<file path="src/rtl/sphsv_pkg.sv">
package sphsv_pkg;

    // field widths
    localparam int unsigned FIX_W    = 32;
    localparam int unsigned DIFF_W   = 33;
    localparam int unsigned PROD_W   = 66;
    localparam int unsigned ACC_W    = 67;
    localparam int unsigned R2_W     = 68;
    localparam int unsigned ROOT_W   = 34;
    localparam int unsigned SIG_W    = 36;

    // saturation value of the signal speed
    localparam logic [SIG_W-1:0] SIG_MAX = {SIG_W{1'b1}};

    // item operation codes
    localparam logic OP_LOAD     = 1'b0;
    localparam logic OP_NEIGHBOR = 1'b1;

    // formula modes
    localparam logic MODE_FULL = 1'b0;
    localparam logic MODE_HALF = 1'b1;

endpackage

</file>
<file path="src/rtl/sphsv_isqrt.sv">
module sphsv_isqrt (
    input  logic                          i_clk,
    input  logic                          i_rst_n,
    input  logic                          i_start,
    input  logic [sphsv_pkg::R2_W-1:0]    i_radicand,
    output logic                          o_done,
    output logic [sphsv_pkg::ROOT_W-1:0]  o_root
);
    import sphsv_pkg::*;

    localparam int unsigned REM_W = ROOT_W + 2;
    localparam int unsigned CNT_W = $clog2(ROOT_W);

    logic              r_busy;
    logic              r_done;
    logic [CNT_W-1:0]  r_cnt;
    logic [R2_W-1:0]   r_x;
    logic [REM_W-1:0]  r_rem;
    logic [ROOT_W-1:0] r_root;

    logic [REM_W+1:0]  c_sh;
    logic [REM_W+1:0]  c_trial;
    logic              c_ge;

    // one result bit per step: bring down two radicand bits, trial subtract
    always_comb begin
        c_sh    = {r_rem, r_x[R2_W-1 -: 2]};
        c_trial = {2'b00, r_root, 2'b01};
        c_ge    = (c_sh >= c_trial);
    end

    always_ff @(posedge i_clk) begin
        if (!i_rst_n) begin
            r_busy <= 1'b0;
            r_done <= 1'b0;
        end else begin
            r_done <= 1'b0;
            if (i_start) begin
                r_busy <= 1'b1;
                r_cnt  <= CNT_W'(ROOT_W - 1);
                r_x    <= i_radicand;
                r_rem  <= '0;
                r_root <= '0;
            end else if (r_busy) begin
                r_x <= {r_x[R2_W-3:0], 2'b00};
                if (c_ge) begin
                    r_rem  <= REM_W'(c_sh - c_trial);
                    r_root <= {r_root[ROOT_W-2:0], 1'b1};
                end else begin
                    r_rem  <= c_sh[REM_W-1:0];
                    r_root <= {r_root[ROOT_W-2:0], 1'b0};
                end
                if (r_cnt == '0) begin
                    r_busy <= 1'b0;
                    r_done <= 1'b1;
                end else begin
                    r_cnt <= r_cnt - 1'b1;
                end
            end
        end
    end

    assign o_done = r_done;
    assign o_root = r_root;
endmodule

</file>
<file path="config.mk">
export PLATFORM = sky130hd
export DESIGN_NAME = sphsv_isqrt
export DESIGN_NICKNAME = d
export VERILOG_FILES = /design/src/rtl/sphsv_pkg.sv /design/src/rtl/sphsv_isqrt.sv
export SDC_FILE = /design/constraint.sdc
export NUM_CORES = 1
export LEC_CHECK = 0
export BUFFER_PORTS_ARGS = -buffer_cell sky130_fd_sc_hd__buf_2
export CORE_MARGIN = 3
export CORE_UTILIZATION = 58
export CTS_CLUSTER_SIZE = 16
export DETAILED_ROUTE_END_ITERATION = 12
export PLACE_DENSITY = 0.78
export SLEW_MARGIN = 5
export SYNTH_ARGS = -nofsm -noshare
export SYNTH_HDL_FRONTEND = slang
export SYNTH_SLANG_ARGS = --single-unit
</file>
<file path="constraint.sdc">
create_clock -name i_clk -period 7.4 [get_ports i_clk]
set_input_delay 1.48 -clock i_clk [delete_from_list [all_inputs] [get_ports i_clk]]
set_output_delay 1.48 -clock i_clk [all_outputs]
set_load 0.01 [all_outputs]
</file>
==> results of run 1 <==
==> cell usage in the layout (no fill, tap or decap), types with 2 or more instances in the layout <==
cell and instances:
and4_1 3, dfxtp_1 2, nand3_1 10, xor2_1 12
nand2_1 69, nor2_1 68, inv_1 44, buf_2 104
buf_4 5, nand4_1 9, a31oi_1 5, o21a_1 7
clkbuf_16 17, a21oi_1 53, inv_6 2, o211ai_1 6
nor4b_1 2, mux2_2 66, o21ai_0 15, clkinvlp_4 3
a21o_1 24, clkinv_2 2, ha_1 38, nor4_1 2
nor2b_1 7, a211oi_1 10, and3_1 6, and2_1 3
a311o_1 2, o21bai_1 4, clkinv_4 4, or3_1 2
edfxtp_1 144, nor3_1 9, o31ai_1 3, bufinv_16 2
xnor2_1 21
==> area by class of cell <==
class                           instances  area, sq um  share of cell area [%]
Tap cell                              176          220                    2.37
Clock buffer                           17          425                    4.59
Inverter                               44          165                    1.78
Sequential cell                       146         4360                    47.1
Clock inverter                         15          160                    1.73
Timing Repair Buffer                  109          558                    6.02
Multi-Input combinational cell        479         3380                    36.5
==> layer usage <==
| metal | track usage, % | part of all wire, % | up-vias |
|---|---|---|---|
| li1 | - | - | 2761 |
| met1 | 30.1 | 43 | 2726 |
| met2 | 36.5 | 49 | 189 |
| met3 | 7.08 | 7.2 | 22 |
| met4 | 7.54 | 1.4 | 0 |
| met5 | 0 | 0 | - |
==> worst min-delay path by stage <==
stage	cells past startpoint	start	slack, ns	end
after global routing	1	r_busy	0.52	o_done
after CTS	1	r_busy	0.51	o_done
after detailed placement	1	r_busy	0.49	o_done
after floorplan	1	r_busy	0.45	o_done
final	1	r_busy	0.51	o_done
after global placement	1	r_busy	0.48	o_done
==> where the power goes <==
group / total [W] / leakage [nW] / internal (W) / switching (W)
Clock: 0.000850 / 0.279 / 0.000499 / 0.000350
Sequential: 0.00102 / 1.41 / 0.000996 / 0.0000286
Combinational: 0.000488 / 2.10 / 0.000208 / 0.000281
Total: 0.00236 / 3.79 / 0.00170 / 0.000660
==> logic make-up after synthesis <==
family / after synthesis
buf+inv: 76
xor+xnor: 33
simple gates: 198
compound gates: 144
flops: 146
mux: 66
fa+ha+maj: 38
==> worst max-delay path, cell delays in order, from the launching register on <==
cell and delay, ns:
edfxtp_1 0.42, inv_1 0.12, ha_1 0.29, nor2b_1 0.16, o31ai_1 0.40, a21oi_2 0.16, o31ai_4 0.33, nor3_1 0.12
o21bai_1 0.16, nand2_1 0.31, buf_4 0.36, and4_1 0.23, a311o_1 0.26
==> sequential cells by signal (all words and copies together), names as in the netlist <==
signal  count
o_done      1
o_root     34
r_busy      1
r_cnt       6
r_rem      36
r_x        68
==> per-stage QoR <==
stage / power (W) / area (sq um)
6_report: 0.00236 / 9270
5_1_grt: 0.00248 / 9270
4_1_cts: 0.00237 / 9270
3_5_place_dp: 0.00152 / 8690
3_3_place_gp: 0.00151 / 8690
2_1_floorplan: 0.00141 / 8050
==> impl_metrics.json, run 1 <==
{
  "outcome": "finished clean",
  "crit_path_end": "r_rem[33]",
  "synth-seq-cells": 146,
  "nFillCells": 1016,
  "tightest_slew_ns": 0.824,
  "cts_resized": 0,
  "setup.worst_path.start": "o_root[0]",
  "hold_violations": 0,
  "nets": 906,
  "finalCritPeriodShare_pct": 48.4,
  "grt_max_degree": 75,
  "min_period_ns": 3.58,
  "clockBufferDepth": 2,
  "synth_compound_area_share_pct": 12.0,
  "seq_area_frac_synth_pct": 54.2,
  "io_pins": 106,
  "muxShareOfSynthArea_pct": 9.23,
  "clock-sinks": 146,
  "synthSimpleGateAreaFrac_pct": 11.2,
  "r2r_start": "o_root[0]",
  "grt_pass1_vias": 5641,
  "cp_data_required_time_ns": 7.58,
  "setup_ws_ns": 3.82,
  "synth-main-ff-cell": "edfxtp_1",
  "dr.pass1.iters": 5,
  "vias": 5698,
  "cts_tree": "done",
  "rsz0062_at_grt": "false",
  "drt_iter0_markers": 390,
  "postCtsSetupRepairBufs": 0,
  "final_antenna_net_count": 0,
  "cts_hold_buf": 0,
  "row_count": 42,
  "drt_wl_total_um": 16300,
  "synth_edf_count": 144,
  "slew_headroom_pct": 45.0,
  "async_reset_ff_share_pct": 0,
  "r2r-end": "r_rem[33]",
  "vdd_drop_max_mv": 0.192,
  "io_buffer_count": 105,
  "diodes": 0,
  "synth_fp_nets": 810,
  "grt_pass1_wl_um": 27500,
  "cp_max_fo": 27,
  "r2r_cells": 12,
  "clock_latency_ns": 0.42,
  "drive_gt1_share_pct": 27.2,
  "core_area_sq_um": 13400,
  "fin_skew_ns": 0.00821,
  "ys_types": 56,
  "final-max-slew-violation-count": 0,
  "yosys.area.top_type_share_pct": 53.7,
  "start_util_pct": 60.1,
  "dieArea_sq_um": 15300,
  "grt_usage_pct": 22.9,
  "cts_made_buffers": 17,
  "area_delta_synth_final_pct": 15.2,
  "place_inst": 954,
  "cp-end-kind": "flop",
  "yosys.area_share.adder_pct": 5.90,
  "die_h_um": 124,
  "setup_viol": 0,
  "yosys_warnings": 0,
  "synthMostInstantiatedCell": "edfxtp_1",
  "setup_tns_ns": 0,
  "min-delay-path-class": "reg2reg",
  "synthCells": 701,
  "syn_area_sq_um": 8050,
  "wire_per_inst_um": 16.6,
  "layout.cells.non_filler": 986,
  "power_density_nw_per_um2": 255,
  "vias_per_cell": 5.78,
  "max_cap_viol_count": 0,
  "path_clk_slew_ns": 0.07,
  "hold_ws_ns": 0.506,
  "htreeDepth": 4,
  "leakagePower_nw": 3.79,
  "yosysTopAreaCell": "edfxtp_1",
  "final_util_pct": 69.2,
  "fmax_mhz": 279,
  "arrival_ns": 3.76,
  "cp-start-kind": "flop",
  "overflow": 0,
  "antenna_found_initial": 0,
  "r2r_setup_slack_ns": 3.82,
  "synth_top_family_by_area": "compound AO/OA/AOI/OAI gates",
  "synth_xor_xnor_area_share_pct": 3.59,
  "synth_common_cells": "edfxtp_1 (144), nand2_1 (69), nor2_1 (68)",
  "path_class": "reg2reg",
  "syn_avg_cell_area_sq_um": 11.5,
  "die_x_um": 124,
  "drc": 0,
  "synth_top_cells_by_area": "edfxtp_1 (54%), mux2_2 (9.2%), ha_1 (5.9%), a21oi_1 (3.3%), nand2_1 (3.2%)",
  "place_congestion": 0.870,
  "root_buffer": "clkbuf_16",
  "post-place-ws_ns": 3.54,
  "dp_hpwl_um": 11400
}
No activity file was read; power rests on OpenSTA's default activity.
==> run 2, diff against run 1 <==
- clock period: 7.4 -> 3.45 ns (I/O delays scaled with it)
==> run 2 against run 1 <==
Maximum frequency grew 9.1%. Sequential cell count is the same. Final cell count grew 0.51%. Wire length grew 4.1%. Highest routed layer unchanged. Via count grew 0.54%. Global-route usage grew 0.99 points. Combinational power grew 120%. Worst setup slack lost 3.7 ns. Clock power grew 120%. Power grew 120%. Register-to-register slack lost 3.7 ns. Worst hold slack lost 0.0042 ns.
==> impl_metrics.json, run 2 (synthesis results as in run 1) <==
{
  "outcome": "finished clean",
  "arrival_ns": 3.46,
  "final_antenna_net_count": 0,
  "rsz0062_at_grt": "false",
  "area_delta_synth_final_pct": 16.4,
  "r2r_cells": 11,
  "htreeDepth": 4,
  "largest_reg_flops": 68,
  "setup_tns_ns": 0,
  "cts_tree": "done",
  "clock-sinks": 146,
  "largest-register": "r_x",
  "crit_path_end": "r_rem[33]",
  "die_h_um": 124,
  "r2r_start": "o_root[0]",
  "path_cells": "inv_1 > ha_1 > nor2b_1 > o31ai_1 > a21oi_2 > o31ai_4 > nor3_1 > o21bai_1 > nand2_1 > and4_1 > a311o_1",
  "wire_per_inst_um": 17.2,
  "setup.worst_path.start": "o_root[0]",
  "r2r_setup_slack_ns": 0.17,
  "final-max-slew-violation-count": 0,
  "dieArea_sq_um": 15300,
  "diodes": 0,
  "vdd_drop_max_mv": 0.411,
  "grt_pass1_wl_um": 28200,
  "cp_top_family": "compound AO/OA/AOI/OAI gates",
  "drive_gt1_share_pct": 27.7,
  "cts_resized": 0,
  "hold_violations": 0,
  "cp-start-kind": "flop",
  "dr.pass1.iters": 5,
  "cts_hold_buf": 0,
  "fmax_mhz": 305,
  "antenna_found_initial": 0,
  "cp_slowest_cell": "o31ai_1",
  "tightest_slew_ns": 0.618,
  "postCtsSetupRepairBufs": 0,
  "drt_iter0_markers": 415,
  "leakagePower_nw": 3.84,
  "clockBufferDepth": 2,
  "min_period_ns": 3.28,
  "place_congestion": 1.00,
  "grt_usage_pct": 23.9,
  "die_x_um": 124,
  "clock_latency_ns": 0.43,
  "nets": 912,
  "start_util_pct": 60.1,
  "overflow": 0,
  "max_cap_viol_count": 0,
  "grt_max_degree": 126,
  "core_area_sq_um": 13400,
  "cts_made_buffers": 17,
  "io_pins": 106,
  "critical_path_depth": 11,
  "path_class": "reg2reg",
  "cp_data_required_time_ns": 3.63,
  "cp-end-kind": "flop",
  "cp_max_fo": 9,
  "total_power_w": 0.00518,
  "fin_skew_ns": 0.00980,
  "drt_wl_total_um": 17000,
  "vias": 5729,
  "vias_per_cell": 5.78,
  "power_density_nw_per_um2": 552,
  "min-delay-path-class": "reg2reg",
  "dp_hpwl_um": 11600,
  "grt_pass1_vias": 5671,
  "path_clk_slew_ns": 0.06,
  "r2r-end": "r_rem[33]",
  "cp_num_buf_inv": 1,
  "io_buffer_count": 105,
  "final_cell_mix": "edfxtp_1 (144), buf_2 (104), nand2_1 (69), nor2_1 (68), mux2_2 (66)",
  "drc": 0,
  "setup_viol": 0,
  "finalCritPeriodShare_pct": 95.2,
  "slew_headroom_pct": 58.8,
  "row_count": 42,
  "root_buffer": "clkbuf_16",
  "final_common_cell": "edfxtp_1",
  "crit_path_max_incr_delay_ns": 0.42
}
## run 2: report_power, final
part           total (W)  leakage [nW]  switching, W  internal (W)
logic            0.00108          2.14      0.000614      0.000463
clock network    0.00190         0.286      0.000755       0.00114
registers        0.00220          1.41     0.0000642       0.00214
## run 2: routing by layer
layer | global-route usage (%) | up-vias | routed length [um]
met2 | 37.1 | 170 | 8160
met1 | 31.2 | 2747 | 7340
met3 | 7.58 | 34 | 1160
met4 | 10.1 | 0 | 362
met5 | 0 | - | 0
li1 | - | 2778 | -
## run 2: area by class of cell
cell class / instances / area, sq um
timing repair buffer: 115 / 628
inverter: 44 / 165
sequential: 146 / 4360
clock inverter: 14 / 180
tap: 176 / 220
clock buffer: 17 / 425
multi-input combinational: 479 / 3390
fill: 968 / 4030
## run 2: worst min-delay path by stage
stage                     startpoint  endpoint  slack [ns]  cells past startpoint
final                         r_busy    o_done        0.50                      1
after floorplan               r_busy    o_done        0.47                      1
after detailed placement      r_busy    o_done        0.49                      1
after global routing          r_busy    o_done        0.52                      1
after CTS                     r_busy    o_done        0.50                      1
after global placement        r_busy    o_done        0.48                      1
## run 2: worst reg2reg max path, delay by kind of cell (launching register included)
kind / cells / cell delay, ns
fa+ha+maj: 1 / 0.36
compound gates: 5 / 1.43
flops: 1 / 0.34
buf+inv: 1 / 0.05
simple gates: 4 / 0.83
## run 2: per-stage QoR
| stage | hold WS, ns | setup slack (ns) | instance area, sq um | util (%) | std cells |
|---|---|---|---|---|---|
| final | 0.502 | 0.167 | 9370 | 69.9 | 991 |
| after global routing | 0.517 | 0.0198 | 9370 | 69.9 | 991 |
| after CTS | 0.503 | 0.161 | 9360 | 69.9 | 991 |
| after detailed placement | 0.494 | 0.171 | 8760 | 65.4 | 960 |
| after global placement | 0.480 | 0.257 | 8760 | 65.4 | 960 |
| after floorplan | 0.473 | 0.402 | 8060 | - | 701 |
==> run 3, diff against run 2 <==
==> constraint.sdc (replaced) <==
create_clock -name i_clk -period 3.45 [get_ports i_clk]
set_input_delay 0.5175 -clock i_clk [delete_from_list [all_inputs] [get_ports i_clk]]
set_output_delay 0.5175 -clock i_clk [all_outputs]
set_load 0.01 [all_outputs]
==> run 3 against run 2 <==
Wire length shrank 2.7%. Count of clock-buffer cells in the layout is the same. Worst setup slack gained 0.060 ns. Worst hold slack lost 0.15 ns. Die area is the same. Largest power group unchanged. Final cell count grew 0.20%. Sequential share of layout area is essentially flat.
==> impl_metrics.json, run 3 (synthesis results as in run 1) <==
{
  "outcome": "finished clean",
  "place_congestion": 0.946,
  "drt_iter0_markers": 372,
  "die_h_um": 124,
  "routed-wl-met2_um": 8120,
  "power_density_nw_per_um2": 551,
  "arrival_ns": 3.40,
  "wl_met1_um": 6960,
  "vdd_drop_max_mv": 0.349,
  "cts_tree": "done",
  "largest_reg_flops": 68,
  "setup_ws_ns": 0.227,
  "p_switching_w": 0.00142,
  "final_common_cell": "edfxtp_1",
  "antenna_found_initial": 0,
  "fmax_mhz": 310,
  "largest-register": "r_x",
  "overflow": 0,
  "area_delta_synth_final_pct": 16.4,
  "pwr-share-comb_pct": 20.8,
  "path_class": "reg2reg",
  "min_period_ns": 3.22,
  "root_buffer": "clkbuf_16",
  "clock-sinks": 146,
  "io_buffer_count": 105,
  "start_util_pct": 60.1,
  "path_clk_slew_ns": 0.06,
  "vias": 5732,
  "io_pins": 106,
  "multi_input_area_sq_um": 3380,
  "grt_pass1_wl_um": 28200,
  "vias_per_cell": 5.77,
  "slew_headroom_pct": 60.2,
  "cts_made_buffers": 17,
  "finalCritPeriodShare_pct": 93.4,
  "grt_max_degree": 98,
  "diodes": 0,
  "rsz0062_at_grt": "false",
  "setup_viol": 0,
  "ff_latch_area_sq_um": 4360,
  "dieArea_sq_um": 15300,
  "core_area_sq_um": 13400,
  "final_antenna_net_count": 0,
  "final-max-slew-violation-count": 0,
  "leakagePower_nw": 3.84,
  "post-place-ws_ns": 0.269,
  "dr.max_layer_used": "met4",
  "cp-end-kind": "flop",
  "clock_latency_ns": 0.43,
  "drive_gt1_share_pct": 27.5,
  "dr.pass1.iters": 5,
  "cp_data_required_time_ns": 3.63,
  "crit_path_max_incr_delay_ns": 0.43,
  "p_clk_share_pct": 36.6,
  "tightest_slew_ns": 0.598,
  "setup_tns_ns": 0,
  "path_cells": "inv_1 > ha_1 > o211ai_1 > o21ai_2 > o2111ai_2 > nand3_1 > a311oi_1 > o21ai_0 > a31oi_1 > nor4_1 > a311o_1",
  "cp_max_fo": 5,
  "hold_ws_ns": 0.350,
  "nets": 913,
  "nFillCells": 968,
  "clockBufferDepth": 2,
  "max_cap_viol_count": 0,
  "row_count": 42,
  "intPower_w": 0.00374,
  "die_x_um": 124,
  "cp_slowest_cell": "a311oi_1",
  "final_cell_mix": "edfxtp_1 (144), buf_2 (104), nand2_1 (69), nor2_1 (68), mux2_2 (66)",
  "grt_usage_pct": 23.6,
  "drt_wl_total_um": 16600,
  "wl_met3_um": 1220,
  "grt_pass1_vias": 5877,
  "hold_violations": 0,
  "cp-start-kind": "flop",
  "dp_hpwl_um": 11500,
  "fin_skew_ns": 0.00593,
  "drc": 0,
  "swShare_pct": 27.5,
  "cts_hold_buf": 0,
  "cts_resized": 0,
  "seq_power_share_pct": 42.6,
  "htreeDepth": 4,
  "wire_per_inst_um": 16.7,
  "postCtsSetupRepairBufs": 0,
  "min-delay-path-class": "in2reg"
}
run 3: changes by cell type in the layout (fill, tap and decap cells not counted):
cell        delta
a311oi_1       +1
a311oi_2       -1
buf_4          +1
clkinv_1       +2
clkinv_4       -1
clkinvlp_4     -1
inv_6          +1
run 3: worst paths after layout:
kind	from	end	slack, ns	cells after the start
worst min register to register	r_busy	o_done	0.49	1
worst max register to register	o_root[0]	r_rem[33]	0.23	11
worst max-delay path	o_root[0]	r_rem[33]	0.23	11
worst min-delay path	i_rst_n	o_done	0.35	2
run 3: final cells by class:
class | count | share of cell area, %
Timing Repair Buffer | 116 | 6.78
Clock inverter | 15 | 1.92
Multi-Input combinational cell | 479 | 36.1
Sequential cell | 146 | 46.6
Inverter | 44 | 1.76
Clock buffer | 17 | 4.54
Tap cell | 176 | 2.35
run 3: critical path, delay by kind of cell (launching register included):
| kind | cells | cell delay, ns |
|---|---|---|
| AOI/OAI and AO/OA | 7 | 1.98 |
| and+or+nand+nor | 2 | 0.23 |
| adders and majority gates | 1 | 0.36 |
| DFF | 1 | 0.35 |
| buffers and inverters | 1 | 0.06 |
run 3: layer usage:
metal | global-route usage, % | up-vias
li1 | - | 2759
met1 | 29.8 | 2761
met5 | 0 | -
met3 | 7.81 | 28
met2 | 38.4 | 184
met4 | 7.54 | 0
run 3: metrics by stage:
| step | instances | power [W] | utilization, % | instance area [sq um] |
|---|---|---|---|---|
| finish | 993 | 0.00516 | 69.9 | 9370 |
| detailed placement | 961 | 0.00328 | 65.4 | 8770 |
| CTS | 993 | 0.00519 | 69.9 | 9370 |
| global route | 993 | 0.00539 | 69.9 | 9370 |
| floorplan | 701 | 0.00302 | - | 8060 |
| global placement | 961 | 0.00325 | 65.4 | 8770 |
run 3: power by group through the flow:
stage / logic (W) / registers [W] / clock network, W
after global placement: 0.00103 / 0.00223 / 0
after CTS: 0.00106 / 0.00220 / 0.00192
final: 0.00107 / 0.00220 / 0.00189
after global routing: 0.00120 / 0.00222 / 0.00198
after detailed placement: 0.00105 / 0.00223 / 0
after floorplan: 0.000796 / 0.00223 / 0
